===== src/hdl/utf8d_pkg.sv =====
// Shared types and constants of the UTF-8 decoder.
// No dependencies.
`default_nettype none
package utf8d_pkg;

  localparam int unsigned CP_W  = 21;
  localparam int unsigned CNT_W = 3;

  localparam logic [CP_W-1:0] REPL_CP       = 21'h00FFFD;
  localparam logic [CP_W-1:0] NON_ASCII_MIN = 21'h000080;
  localparam logic [CP_W-1:0] SYL_LO        = 21'h00AC00;
  localparam logic [CP_W-1:0] SYL_HI        = 21'h00D7A3;

  localparam logic [2:0] LEN_IDLE = 3'd0;
  localparam logic [2:0] LEN_TWO  = 3'd2;
  localparam logic [2:0] LEN_THR  = 3'd3;
  localparam logic [2:0] LEN_FOUR = 3'd4;

  // Results caused by one byte: cnt words, all U+FFFD except possibly the
  // last, which carries tail_cp and the updated flags.
  typedef struct packed {
    logic [CNT_W-1:0] cnt;
    logic [CP_W-1:0]  tail_cp;
    logic             old_mark;
    logic             old_syl;
    logic             new_mark;
    logic             new_syl;
    logic             eos;
  } burst_t;

endpackage
`default_nettype wire


===== src/hdl/utf8_decode_with_replacement_top.sv =====
// Top level of the UTF-8 decoder with replacement.
// Depends on utf8d_pkg, utf8d_decode and utf8d_emit.
//
//   channel  handshake         payload
//   in       in_valid/in_stall in_byte_in[7:0], in_end_of_string
//   out      out_valid/out_stall out_code_point[20:0], out_seen_non_ascii,
//                              out_seen_syllable, out_final_result
//
// One byte per cycle enters the input register while in_stall is low; decode runs
// between it and the result register. A byte causing n words holds the result
// register until its n words are taken; bytes with no word pass without it.
// From accept to first word, a byte passes the input and then the result register.
// Synchronous active-low reset clears the sequence state and running flags.
// out_stall reaches in_stall in the same cycle through the result register.
`default_nettype none
module utf8_decode_with_replacement_top (
  input  wire logic                      clk,
  input  wire logic                      rst_n,
  input  wire logic                      in_valid,
  output logic                           in_stall,
  input  wire logic [7:0]                in_byte_in,
  input  wire logic                      in_end_of_string,
  output logic                           out_valid,
  input  wire logic                      out_stall,
  output logic [utf8d_pkg::CP_W-1:0]     out_code_point,
  output logic                           out_seen_non_ascii,
  output logic                           out_seen_syllable,
  output logic                           out_final_result
);
  import utf8d_pkg::*;

  logic       in_v_r;
  logic [7:0] byte_r;
  logic       eos_r;
  logic       adv;
  logic       free;
  burst_t     burst;

  assign adv      = in_v_r && ((burst.cnt == '0) || free);
  assign in_stall = in_v_r && !adv;

  always_ff @(posedge clk) begin
    if (!rst_n) begin
      in_v_r <= 1'b0;
    end else if (!in_stall) begin
      in_v_r <= in_valid;
    end
  end

  always_ff @(posedge clk) begin
    if (!in_stall) begin
      byte_r <= in_byte_in;
      eos_r  <= in_end_of_string;
    end
  end

  utf8d_decode u_decode (
    .clk     (clk),
    .rst_n   (rst_n),
    .step    (adv),
    .byte_in (byte_r),
    .eos     (eos_r),
    .burst   (burst)
  );

  utf8d_emit u_emit (
    .clk                (clk),
    .rst_n              (rst_n),
    .load               (adv && (burst.cnt != '0)),
    .burst              (burst),
    .free               (free),
    .out_valid          (out_valid),
    .out_stall          (out_stall),
    .out_code_point     (out_code_point),
    .out_seen_non_ascii (out_seen_non_ascii),
    .out_seen_syllable  (out_seen_syllable),
    .out_final_result   (out_final_result)
  );

endmodule
`default_nettype wire


===== src/hdl/utf8d_decode.sv =====
// Sequence state and per-byte decode of the UTF-8 decoder.
// Depends on utf8d_pkg.
`default_nettype none
module utf8d_decode (
  input  wire logic            clk,
  input  wire logic            rst_n,
  input  wire logic            step,
  input  wire logic [7:0]      byte_in,
  input  wire logic            eos,
  output utf8d_pkg::burst_t    burst
);
  import utf8d_pkg::*;

  logic [1:0]      held_r, held_nxt;
  logic [2:0]      exp_r, exp_nxt;
  logic [CP_W-1:0] part_r, part_nxt;
  logic            mark_r, mark_nxt;
  logic            syl_r, syl_nxt;

  logic            trail;
  logic [CP_W-1:0] shifted;
  logic [CNT_W-1:0] rep;
  logic [CNT_W-1:0] cnt;
  logic [CP_W-1:0] tail_cp;
  logic            tail_dec;
  logic            new_mark, new_syl;

  assign trail   = (byte_in[7:6] == 2'b10);
  assign shifted = {part_r[CP_W-7:0], byte_in[5:0]};

  always_comb begin
    held_nxt = held_r;
    exp_nxt  = exp_r;
    part_nxt = part_r;
    cnt      = '0;
    tail_cp  = REPL_CP;
    tail_dec = 1'b0;
    rep      = '0;
    if (exp_r != LEN_IDLE && trail) begin
      if (({1'b0, held_r} + 3'd1) >= exp_r) begin
        cnt      = 3'd1;
        tail_cp  = shifted;
        tail_dec = 1'b1;
        held_nxt = '0;
        exp_nxt  = LEN_IDLE;
        part_nxt = '0;
      end else if (eos) begin
        cnt      = {1'b0, held_r} + 3'd1;
        held_nxt = '0;
        exp_nxt  = LEN_IDLE;
        part_nxt = '0;
      end else begin
        held_nxt = held_r + 2'd1;
        part_nxt = shifted;
      end
    end else begin
      if (exp_r != LEN_IDLE) begin
        rep = {1'b0, held_r};
      end
      held_nxt = '0;
      exp_nxt  = LEN_IDLE;
      part_nxt = '0;
      case (byte_in) inside
        8'b0???_????: begin
          cnt      = rep + 3'd1;
          tail_cp  = {13'd0, byte_in};
          tail_dec = 1'b1;
        end
        8'b110?_????, 8'b1110_????, 8'b1111_0???: begin
          if (eos) begin
            cnt = rep + 3'd1;
          end else begin
            cnt      = rep;
            held_nxt = 2'd1;
            if (byte_in[7:5] == 3'b110) begin
              exp_nxt  = LEN_TWO;
              part_nxt = {16'd0, byte_in[4:0]};
            end else if (byte_in[7:4] == 4'b1110) begin
              exp_nxt  = LEN_THR;
              part_nxt = {17'd0, byte_in[3:0]};
            end else begin
              exp_nxt  = LEN_FOUR;
              part_nxt = {18'd0, byte_in[2:0]};
            end
          end
        end
        default: begin
          cnt = rep + 3'd1;
        end
      endcase
    end
    if (eos) begin
      held_nxt = '0;
      exp_nxt  = LEN_IDLE;
      part_nxt = '0;
    end
  end

  assign new_mark = mark_r | (tail_dec && tail_cp >= NON_ASCII_MIN);
  assign new_syl  = syl_r | (tail_dec && tail_cp >= SYL_LO && tail_cp <= SYL_HI);
  assign mark_nxt = eos ? 1'b0 : new_mark;
  assign syl_nxt  = eos ? 1'b0 : new_syl;

  always_comb begin
    burst.cnt      = cnt;
    burst.tail_cp  = tail_cp;
    burst.old_mark = mark_r;
    burst.old_syl  = syl_r;
    burst.new_mark = new_mark;
    burst.new_syl  = new_syl;
    burst.eos      = eos;
  end

  always_ff @(posedge clk) begin
    if (!rst_n) begin
      held_r <= '0;
      exp_r  <= LEN_IDLE;
      part_r <= '0;
      mark_r <= 1'b0;
      syl_r  <= 1'b0;
    end else if (step) begin
      held_r <= held_nxt;
      exp_r  <= exp_nxt;
      part_r <= part_nxt;
      mark_r <= mark_nxt;
      syl_r  <= syl_nxt;
    end
  end

endmodule
`default_nettype wire


===== src/hdl/utf8d_emit.sv =====
// Result register of the UTF-8 decoder: holds one burst, sends its words in order.
// Depends on utf8d_pkg.
`default_nettype none
module utf8d_emit (
  input  wire logic                      clk,
  input  wire logic                      rst_n,
  input  wire logic                      load,
  input  utf8d_pkg::burst_t              burst,
  output logic                           free,
  output logic                           out_valid,
  input  wire logic                      out_stall,
  output logic [utf8d_pkg::CP_W-1:0]     out_code_point,
  output logic                           out_seen_non_ascii,
  output logic                           out_seen_syllable,
  output logic                           out_final_result
);
  import utf8d_pkg::*;

  logic       bv_r;
  logic [1:0] idx_r;
  burst_t     bst_r;
  logic       last;
  logic       take;

  assign last = ({1'b0, idx_r} == (bst_r.cnt - 3'd1));
  assign take = bv_r && !out_stall;
  assign free = !bv_r || (take && last);

  assign out_valid          = bv_r;
  assign out_code_point     = last ? bst_r.tail_cp : REPL_CP;
  assign out_seen_non_ascii = last ? bst_r.new_mark : bst_r.old_mark;
  assign out_seen_syllable  = last ? bst_r.new_syl : bst_r.old_syl;
  assign out_final_result   = last && bst_r.eos;

  always_ff @(posedge clk) begin
    if (!rst_n) begin
      bv_r  <= 1'b0;
      idx_r <= '0;
    end else if (load) begin
      bv_r  <= 1'b1;
      idx_r <= '0;
    end else if (take) begin
      if (last) begin
        bv_r <= 1'b0;
      end else begin
        idx_r <= idx_r + 2'd1;
      end
    end
  end

  always_ff @(posedge clk) begin
    if (load) begin
      bst_r <= burst;
    end
  end

endmodule
`default_nettype wire


===== config.mk =====
export PLATFORM = sky130hd
export DESIGN_NAME = utf8_decode_with_replacement_top
export DESIGN_NICKNAME = d
export VERILOG_FILES = /design/src/hdl/utf8d_pkg.sv /design/src/hdl/utf8_decode_with_replacement_top.sv /design/src/hdl/utf8d_decode.sv /design/src/hdl/utf8d_emit.sv
export SDC_FILE = /design/constraint.sdc
export NUM_CORES = 1
export LEC_CHECK = 0
export BUFFER_PORTS_ARGS = -buffer_cell sky130_fd_sc_hd__buf_2
export CORE_MARGIN = 2
export CORE_UTILIZATION = 54
export CTS_BUF_LIST = sky130_fd_sc_hd__clkbuf_4
export DETAILED_ROUTE_END_ITERATION = 8
export PLACE_DENSITY = 0.78
export SLEW_MARGIN = 10
export SYNTH_ARGS = -nofsm -noshare
export SYNTH_HDL_FRONTEND = slang
export SYNTH_HIERARCHICAL = 1
export SYNTH_SLANG_ARGS = --single-unit

===== constraint.sdc =====
create_clock -name clk -period 3.3 [get_ports clk]
set_clock_uncertainty 0.05 [all_clocks]
set_input_delay 0.165 -clock clk [delete_from_list [all_inputs] [get_ports clk]]
set_output_delay 0.165 -clock clk [all_outputs]
set_load 0.02 [all_outputs]

### Word level (Yosys, flattened, before mapping)

Cells that the tools add are included.
W data, S select, Z words.

* register bits: 64
* input bits: 13

* muxes and demuxes: 41
* bitwise logic cells: 4
* $lt $le $gt $ge: 4
* eq/ne operators: 6
* reduce and logical (&&, ||, !) cells: 25
* $add $sub $neg: 5

Operator list (count)
* $mux W15: 5
* $mux W21: 3
* $mux W3: 14
* $ge A21 B16 Y1 const B: 1
* $ge A21 B8 Y1 const B: 1
* $le A21 B16 Y1 const B: 1
* $mux W16: 1
* $mux W1: 12
* $logic_and A1 B1 Y1: 10
* $mux W2: 4
* $reduce_and A2 Y1: 3
* $reduce_bool A3 Y1: 2
* $eq A5 B5 Y1 const B: 1
* $mux W5: 1
* $add A2 B1 Y2 const B: 2
* $eq A4 B4 Y1 const B: 1
* $mux W4: 1
* $reduce_bool A2 Y1: 2
* $add A2 B1 Y3 const B: 1
* $add A3 B1 Y3 const B: 1
* $eq A2 B3 Y1: 1
* $eq A3 B3 Y1 const B: 1
* $ge A3 B3 Y1: 1
* $logic_not A1 Y1: 3
* other kinds (9): 12

### Longest topological paths before layout

* depth in word-level cells: 14
* gate-level depth with buffers: 15
* mapped depth without buffers: 13

### By module

The synthesis kept the hierarchy.

By module, submodules not included
* utf8d_decode: cells each 209, area each 1547.7 sq um, times used 1
* utf8d_emit: cells each 87, area each 1327.5 sq um, times used 1
* utf8_decode_with_replacement_top: cells each 20, area each 347.8 sq um, times used 1

### Worst setup path before layout

OpenSTA, ideal clock, no wires.

* kind: register -> register
* from: reg u_decode.held_r[0]
* to: reg u_emit.idx_r[1]
* buffers on the path: 1
* cell stages (with the launch flop): 14
* data arrival time: 3301 ps
* path slack: -157 ps
* path through: dfxtp_1 > ha_1 > ha_1 > nand2_1 > o21ai_0 > buf_2 > nor2_1 > a22o_1 > a22o_1 > o31a_1 > and2_1 > nand2b_1 > a2111o_1 > o311ai_0

RTL lines
* start: declaration: RTL line utf8d_decode.sv:14 `logic [1:0] held_r, held_nxt;`
* start signal: assignment: RTL line utf8d_decode.sv:122 `held_r <= held_nxt;`
* end signal: assignment: RTL line utf8d_emit.sv:46 `idx_r <= idx_r + 2'd1;`
* end: declaration: RTL line utf8d_emit.sv:20 `logic [1:0] idx_r;`

==> metrics.txt <==
outcome complete, no violations; synth warn 6; Via density 5.50; clock share of power 32.5%; CTS H-tree lvls 3; CP max FO 12; unrepaired setup endpoints after global routing no; clk sinks 64; Vias ~2,500; sequential-to-total area share from yosys stat 51.6%; startpoint types register; Ant. Diodes 0; Psw 0.394 mW; fin crit share 92.9%; number of global-route vias before repair 2,201; mux cell area share after synthesis 1.32%; power share of the combinational group 10.4%; count of cell types in the netlist 58; DRT Wirelength 6490 µm; Post-synth EDFFs 38; Pint between 1 and 1.5 mW; root buffer cell clkbuf_4; leading area contributor after synthesis edfxtp_1; Port Buffers 38; routed len/inst about 14 µm; TritonCTS Buffers 9; Worst-path clk slew 0.11 ns; die outline height 81.3 µm; Reg2Reg Launch Point u_decode/held_r[0]; Avg Cell Area, Syn 10.2 µm²; largest family of logic cells by synthesized area simple AND/OR/NAND/NOR gates; area share of the largest cell type after synthesis 35.4%; largest net degree at the start of global routing 31; Die W 81.3 µm; leakage power approximately 1.5 nW; worst setup path class reg2reg; FP Rows 28; Synth Area in Adders 2.33%; die footprint 6600 µm²; share of cells above drive strength 1 20.4%; initial antenna violation count 0; total setup buffers inserted after CTS 0; ys flop type edfxtp_1; Layout area overhead 15.5%; hold_ws ~0.19 ns; overall routing resource usage about a fifth; cells after synthesis 316; Worst Path Required 3.57 ns; top cells by area in the synthesized netlist edfxtp_1 35%, dfxtp_1 16%, nor2b_1 7.2%, nand2b_1 4.7%, a21oi_1 4.2%; RePlAce Congestion 0.882; Tightest Pin Transition approximately 0.47 ns; total power per unit cell area 423 nW/µm²; initial DRC count between 150 and 200; CTS tree yes; First-pass DRT Iterations 4; Clk Latency, worst-skew pair 0.41 ns; Synth Area in Simple Gates between 20% and 30%; Tot Pwr 1.57 mW; CP Launch Point u_decode/held_r[0]; Worst setup EP type register; I/O pins 39; final setup margin 0.235 ns; Setup-failing EPs final 0; fmax 326 MHz; fin. max-slew vios 0; WP data arrival between 3 and 4 ns; drt drc 0; Final Hold Viols 0; final net count about 390; Final Util 63.6%; class of the worst hold path in2reg; worst vdd ir around 0.31 mV; Synth Register Bits 64; core box area 5850 µm²; Final min period 3.07 ns; gr ovfl total 0; dpl ws 0.189 ns; sw frac ~25%; Synth Area in XOR/XNOR under 10%; ys async rst share 0%; antenna-violating nets left 0; Seq pwr share a little under three fifths; total negative slack 0 ns; first-pass GRT wire length 10,500 µm; Max-cap violations 0; Initial Util 55.1%; Slew HR 68.5%; Syn Nets 335; hpwl dp 4570 µm; compound-cell area share of the yosys netlist a little under an eighth; clk buf depth 2; Cell Area, Synth roughly 3200 µm²; HP Start rst_n
==> cell type report <==
class                   count  area, µm²
clock inverters             6       60.1
inverters                   9       33.8
multi-input cells         225       1420
well taps                  75       93.8
flip-flops and latches     64       1660
repair buffers             59        375
fillers                   494       2130
clock buffers              10       75.1
==> path summary, 6_finish.rpt <==
kind	to	slack [ns]	depth (start not counted)
max	u_emit/idx_r[1]	0.23	12
min	u_emit/out_valid	0.19	3
max reg2reg	u_emit/idx_r[1]	0.23	12
min reg2reg	u_emit/bst_r[4]	0.45	0
==> cells in the final DEF, fill, tap and decap left out, drive strengths merged, types with 7 or more instances in the layout <==
master	instances
nor2	25
nand2	16
nor2b	37
nand2b	24
and2	15
buf	48
inv	9
edfxtp	38
clkbuf	10
o21ai	7
dfxtp	26
a21oi	27
dlygate4sd3	11
and3	7
==> state kept, by name (all words and copies together) (netlist names) <==
| name | count |
|---|---|
| byte_r | 8 |
| u_decode/syl_r | 1 |
| u_decode/held_r | 2 |
| u_decode/part_r | 15 |
| u_emit/out_valid | 1 |
| u_decode/mark_r | 1 |
| u_emit/bst_r | 29 |
| u_decode/exp_r | 3 |
| u_emit/idx_r | 2 |
| in_v_r | 1 |
| eos_r | 1 |
==> worst max-delay path, cell delays in order, from the launching register on <==
cell and delay, ns:
dfxtp_1 0.42, ha_1 0.30, ha_1 0.29, nand2_1 0.04, o21ai_1 0.15, nor2_1 0.09, a22o_1 0.18, a22o_1 0.21
o31a_1 0.26, and2_2 0.28, nand2b_1 0.21, a2111o_1 0.41, o311ai_0 0.09
==> power groups by stage <==
stage                     Clock [mW]  Combinational (mW)  Sequential [mW]
after floorplan                    0               0.108            0.910
after global placement             0               0.152            0.915
after detailed placement           0               0.154            0.916
after CTS                      0.529               0.164            0.898
after global routing           0.559               0.181            0.901
final                          0.512               0.164            0.898
==> cell usage after synthesis, types with 3 or more instances <==
cell type and instances:
nor4_1 3, nor2_1 23, o2111a_1 3, a21oi_1 27
nand2b_1 24, clkbuf_1 7, and2_1 15, o21ai_0 5
nor2b_1 37, nand3_1 5, inv_1 8, nor3_1 6
edfxtp_1 38, dfxtp_1 26, ha_1 6, buf_4 9
a22o_1 3, and3_1 7, nand2_1 15
==> logic make-up after synthesis <==
group,Yosys count
compound gates,58
flops,64
buf+inv,27
xor+xnor,3
fa+ha+maj,6
simple gates,154
mux,4
==> what timing repair did <==
item                                   in CTS  in global routing
endpoints found under the hold margin      11                  0
hold buffers                               11                  0
gates resized for setup                     0                  2
setup endpoints to repair                   0                 14
==> per-stage QoR <==
step / std cells / cell area (µm²)
after global placement: 421 / 3470
after floorplan: 316 / 3220
after global routing: 448 / 3720
final: 448 / 3720
after detailed placement: 421 / 3470
after CTS: 448 / 3720
==> layer usage <==
layer / GRT usage, % / vias to the layer above / wire length, µm
met3: 3.67 / 14 / 281
li1: - / 1223 / -
met4: 10.2 / 0 / 154
met5: 0 / - / 0
met2: 33.5 / 62 / 3090
met1: 28.8 / 1167 / 2970
No activity file was read; power rests on OpenSTA's default activity.
